--- config.mk ---
export PLATFORM = sky130hd
export DESIGN_NAME = xtea_round_cell
export DESIGN_NICKNAME = d
export VERILOG_FILES = /design/src/rtl/core/xtea_block_cipher_assert.svh /design/src/rtl/core/xtea_pkg.sv /design/src/rtl/core/xtea_round_cell.sv
export SDC_FILE = /design/constraint.sdc
export NUM_CORES = 1
export LEC_CHECK = 0
export BUFFER_PORTS_ARGS = -buffer_cell sky130_fd_sc_hd__buf_2
export CAP_MARGIN = 10
export CORE_ASPECT_RATIO = 0.9
export CORE_MARGIN = 2
export CORE_UTILIZATION = 40
export CTS_CLUSTER_SIZE = 8
export DETAILED_ROUTE_END_ITERATION = 8
export GPL_TIMING_DRIVEN = 0
export SLEW_MARGIN = 5
export SYNTH_ARGS = -nofsm -noshare
export SYNTH_HDL_FRONTEND = slang
export SYNTH_SLANG_ARGS = --single-unit
--- constraint.sdc ---
create_clock -name clk -period 0.9 [get_ports clk]
set_input_delay 0.18 -clock clk [delete_from_list [all_inputs] [get_ports clk]]
set_output_delay 0.18 -clock clk [all_outputs]
set_load 0.01 [all_outputs]
--- src/rtl/core/xtea_block_cipher_assert.svh ---
// ----------------------------------------------------------------------------
// XTEA block cipher assertion macros
// Concurrent checks that sample on clk and are disabled while rst_n is low.
// ----------------------------------------------------------------------------
`ifndef XTEA_BLOCK_CIPHER_ASSERT_SVH
`define XTEA_BLOCK_CIPHER_ASSERT_SVH

// Check that cons holds in the same cycle as ante.
`define XTEA_ASSERT_SAME(lbl, ante, cons, msg) \
    lbl: assert property (@(posedge clk) disable iff (!rst_n) (ante) |-> (cons)) \
        else $error(msg);

// Check that cons holds in the cycle after ante.
`define XTEA_ASSERT_NEXT(lbl, ante, cons, msg) \
    lbl: assert property (@(posedge clk) disable iff (!rst_n) (ante) |=> (cons)) \
        else $error(msg);

`endif

--- src/rtl/core/xtea_pkg.sv ---
// ----------------------------------------------------------------------------
// XTEA package
// Shared types and constants of the XTEA block cipher pipeline.
// ----------------------------------------------------------------------------
`default_nettype none

package xtea_pkg;

    localparam int          XTEA_NUM_ROUNDS = 32;
    localparam logic [31:0] XTEA_DELTA      = 32'h9e37_79b9;
    localparam int          XTEA_KEY_WORDS  = 4;
    localparam int          XTEA_CFG_IDX_W  = 2;

    // opcode values
    localparam logic OP_ENCRYPT = 1'b0;
    localparam logic OP_DECRYPT = 1'b1;

    // configuration register indexes
    localparam logic [XTEA_CFG_IDX_W-1:0] REG_KEY_WORD0 = 2'd0;
    localparam logic [XTEA_CFG_IDX_W-1:0] REG_KEY_WORD1 = 2'd1;
    localparam logic [XTEA_CFG_IDX_W-1:0] REG_KEY_WORD2 = 2'd2;
    localparam logic [XTEA_CFG_IDX_W-1:0] REG_KEY_WORD3 = 2'd3;

    typedef logic [XTEA_KEY_WORDS-1:0][31:0] xtea_key_t;

    typedef struct packed {
        logic        opcode;
        logic [31:0] block_lo;
        logic [31:0] block_hi;
    } xtea_in_word_t;

    typedef struct packed {
        logic [31:0] out_lo;
        logic [31:0] out_hi;
    } xtea_out_word_t;

    // word state carried from cell to cell
    typedef struct packed {
        logic        opcode;
        logic [31:0] v0;
        logic [31:0] v1;
        logic [31:0] sum;
    } xtea_stage_t;

endpackage : xtea_pkg

`default_nettype wire

--- src/rtl/core/xtea_round_cell.sv ---
// ----------------------------------------------------------------------------
// XTEA half-round cell
// One half of an XTEA round: update one half of the block from the other,
// registered, handing the word to the next cell.
// ----------------------------------------------------------------------------
`default_nettype none

module xtea_round_cell
    import xtea_pkg::*;
#(
    parameter bit PHASE = 1'b0
)
(
    input  wire logic        clk,
    input  wire logic        rst_n,
    input  wire logic        adv,
    input  wire xtea_key_t   key,
    input  wire logic        prev_valid,
    input  wire xtea_stage_t prev_stage,
    output      logic        cur_valid,
    output      xtea_stage_t cur_stage
);

    logic        valid_reg;
    logic        valid_next;
    xtea_stage_t stage_reg;
    xtea_stage_t stage_next;

    logic        tgt_v1;
    logic [31:0] src;
    logic [31:0] tgt;
    logic [31:0] mix;
    logic [1:0]  kidx;
    logic [31:0] f_val;
    logic [31:0] tgt_new;

    always_comb
    begin
        // encrypt: first phase updates v0; decrypt swaps the order
        tgt_v1  = prev_stage.opcode ^ PHASE;
        src     = tgt_v1 ? prev_stage.v0 : prev_stage.v1;
        tgt     = tgt_v1 ? prev_stage.v1 : prev_stage.v0;
        kidx    = tgt_v1 ? prev_stage.sum[12:11] : prev_stage.sum[1:0];
        mix     = ((src << 4) ^ (src >> 5)) + src;
        f_val   = mix ^ (prev_stage.sum + key[kidx]);
        tgt_new = (prev_stage.opcode == OP_DECRYPT) ? (tgt - f_val) : (tgt + f_val);

        stage_next        = prev_stage;
        stage_next.v0     = tgt_v1 ? prev_stage.v0 : tgt_new;
        stage_next.v1     = tgt_v1 ? tgt_new : prev_stage.v1;
        if (PHASE == 1'b0)
        begin
            stage_next.sum = (prev_stage.opcode == OP_DECRYPT)
                           ? (prev_stage.sum - XTEA_DELTA)
                           : (prev_stage.sum + XTEA_DELTA);
        end
        valid_next = prev_valid;
    end

    always_ff @(posedge clk or negedge rst_n)
    begin
        if (!rst_n)
        begin
            valid_reg <= 1'b0;
        end
        else if (adv)
        begin
            valid_reg <= valid_next;
        end
    end

    always_ff @(posedge clk)
    begin
        if (adv)
        begin
            stage_reg <= stage_next;
        end
    end

    assign cur_valid = valid_reg;
    assign cur_stage = stage_reg;

endmodule : xtea_round_cell

`default_nettype wire

==> flow_summary.yaml <==
logic_synthesis:
  syn_area_per_cell_um2: 8.89
  syn-cell-area_mm2: 0.0128
  synth_edf_count: 97
  synth_flop_cell: "edfxtp_1"
  synth_fp_nets: 1805
  syn_inst: 1442
  yosysWarnings: 0
  ys_ff_latch: 98
  synth_area_leaders: "edfxtp_1 23%, ha_1 13%, xnor2_1 8.9%"
  synthArstFlopShare: 0.0102
  synth_largest_area_cell: "edfxtp_1"
  synth.distinct_cells: 83
  synth_top_area_share: 0.227
  ys_seq_area_frac: 0.229
die:
  die_area_mm2: 0.0335
  die_h_um: 174
  coreArea_mm2: 0.0317
  initial_core_util: 0.404
  pin_count: 327
  die_x_um: 193
  rows: 62
worst_setup_path:
  end_kind: "flop"
  path_max_fanout: 5
  cp_data_arrival_time_ps: 6310
  cp.required_ps: 1110
  start_kind: "input pin"
  critPathKind: "in2reg"
  slowest_stage: "mux4_2"
  worst_path_largest_cell_delay_ps: 560
  r2r_start: "cur_valid$_DFFE_PN0P_"
  setup.worst_path.start: "prev_stage[96]"
worst_hold_path:
  worstHoldStart: "prev_valid"
  hold_path.class: "in2reg"
power:
  powerDensity_mw_per_mm2: 2900
  ir_worst_vdd_mv: 1.50
  swShare: 0.446
  pwr-share-comb: 0.775
  p_seq_frac: 0.146
  leakagePower_nw: 7.91
  power.share.clock: 0.079
  p_int_w: 0.0292
  p_switching_w: 0.0235
detailed_routing:
  drt-total-wl_um: 44800
  drt-initial-drc-count: 831
  drc: 0
  wl_per_cell_um: 19.4
  viasPerCell: 5.58
  first_pass_iters: 6
  vias: 12900
  antenna_left: 0
sta:
  setup_ws_ps: -5200
  worst_pin_slew_ps: 821
  period_minus_slack_ps: 6100
  hold_viol_final: 0
  rsz0062_at_grt: "true"
  min_period_over_period: 6.77
  fmax_mhz: 164
  setup_viol: 193
  finClkSkew_ps: 0
  drv_slew: 0
  maxSlewHeadroom: 0.452
clocking:
  cts_sinks: 98
  clk_path_buf_depth: 2
  cts_tree: "built"
  cts_buffers: 9
  root_buffer: "clkbuf_16"
  path_clk_slew_ps: 80
  cts_htree_levels: 3
  clock_latency_ps: 370
outcome:
  outcome: "complete, but fails checks"
  failed_checks: "setup timing"
cells_and_area:
  final_area_mm2: 0.0182
  diodes: 0
  areaGrowthSynthToFinish_pct: 42.1
  final_cell_mix: "320 x buf_2, 137 x nand2_1, 100 x buf_4"
  final_common_cell: "buf_2"
  drive_above_1_share: 0.436
  fin_nets: 2250
  fillerInstances: 2865
place:
  place_area_mm2: 0.0157
  place_ws_ps: -6910
  dp_hpwl_um: 35000
  port_buffers: 326
  gp_congestion: 0.902
grt:
  gr-total-overflow: 0
  grt_usage: 0.262
  grt_antenna_before_repair: 0
  grt_pass1_vias: 12600
  grt_max_degree: 62
  grt_first_pass_wirelength_um: 68000
flow_run:
  cap_violations: 0
==> sequential cells by signal, summed over array words and instances, names as in the netlist <==
name       cells
cur_stage     97
cur_valid      1
==> power by group through the flow <==
stage          logic (W)  clock network [W]  registers [W]
2_1_floorplan     0.0220                  0        0.00872
3_3_place_gp      0.0300                  0        0.00782
3_5_place_dp      0.0303                  0        0.00780
4_1_cts           0.0371            0.00431        0.00772
6_report          0.0409            0.00419        0.00770
5_1_grt           0.0442            0.00443        0.00785
==> layer usage <==
layer / wire length, um / global-route usage / vias up / share of wire
li1: - / - / 6287 / -
met1: 21100 / 0.377 / 6094 / 0.47
met2: 20400 / 0.417 / 449 / 0.46
met3: 2410 / 0.0279 / 41 / 0.054
met4: 885 / 0.0671 / 0 / 0.020
met5: 0 / 0 / - / 0
==> metrics by stage <==
step           total power (W)  hold WS (ps)  TNS (ps)  utilization  instances
2_1_floorplan           0.0307          -116   -274540            -       1442
3_3_place_gp            0.0378         -46.0   -549780        0.492       2184
3_5_place_dp            0.0381         -44.3   -452650        0.493       2185
4_1_cts                 0.0491          25.3   -312180        0.554       2276
5_1_grt                 0.0565          37.7   -335500        0.574       2308
6_report                0.0528          45.6   -318240        0.574       2308
==> final cells by class <==
class,instances,area [um2],share of cell area
repair buffers,440,2640,0.145
plain buffers,32,290,0.0159
multi-input cells,1251,11300,0.621
clock buffers,10,229,0.0126
inverters,55,219,0.0120
clock inverters,6,75.1,0.00412
well taps,416,520,0.0286
flip-flops and latches,98,2940,0.161
==> synth_stat cells (4+ instances only) <==
cell,count
a21oi_1,151
nand2_1,144
ha_1,130
xnor2_1,130
edfxtp_1,97
nor2_1,84
a21o_1,72
o21ai_0,67
inv_1,55
xor2_1,49
mux2_2,38
nor2b_1,33
mux4_2,32
clkbuf_1,26
nand2b_1,23
nand3_1,23
nor3_1,18
and3_1,16
nand4_1,16
o21bai_1,16
and2_1,15
a31oi_1,14
o211ai_1,13
o21a_1,13
a211oi_1,11
buf_1,11
or3_1,10
o31ai_1,9
a21boi_0,7
mux2i_1,6
or2_2,6
o2111ai_1,5
o21ai_1,5
a211o_1,4
fa_1,4
o311ai_0,4
o31a_1,4
o41ai_1,4
==> critical path: cells and delay by family <==
family	cells	cell delay, ps
AND/OR/NAND/NOR	7	1560
AO/OA/AOI/OAI	9	1450
adder cells (fa/ha/maj)	3	920
multiplexers	2	880
buffers and inverters	4	590
XOR/XNOR	3	690
==> cell families after synthesis <==
group,synth area share
flops,0.229
mux,0.0943
xor+xnor,0.128
simple gates,0.162
compound gates,0.226
fa+ha+maj,0.133
buf+inv,0.0278
==> what timing repair did <==
item | 4_1_cts | 5_1_grt
setup endpoints to repair | 254 | 194
gates cloned | 1 | 0
buffers inserted | 77 | 37
pin swaps | 58 | 58
hold buffers | 1 | 0
resized for setup | 196 | 94
endpoints found under the hold margin | 1 | 0
==> path summary, 6_finish.rpt <==
kind	endpoint	slack, ps	cells past startpoint
hold reg to reg	cur_valid$_DFFE_PN0P_	510	1
min in group asynchronous	cur_valid$_DFFE_PN0P_	120	2
setup / recovery	cur_stage[95]$_DFFE_PP_	-5200	28
max in group asynchronous	cur_valid$_DFFE_PN0P_	700	2
setup reg to reg	cur_valid$_DFFE_PN0P_	160	1
hold / removal	cur_valid$_DFFE_PN0P_	50	2
(Power assumes the default switching activity.)
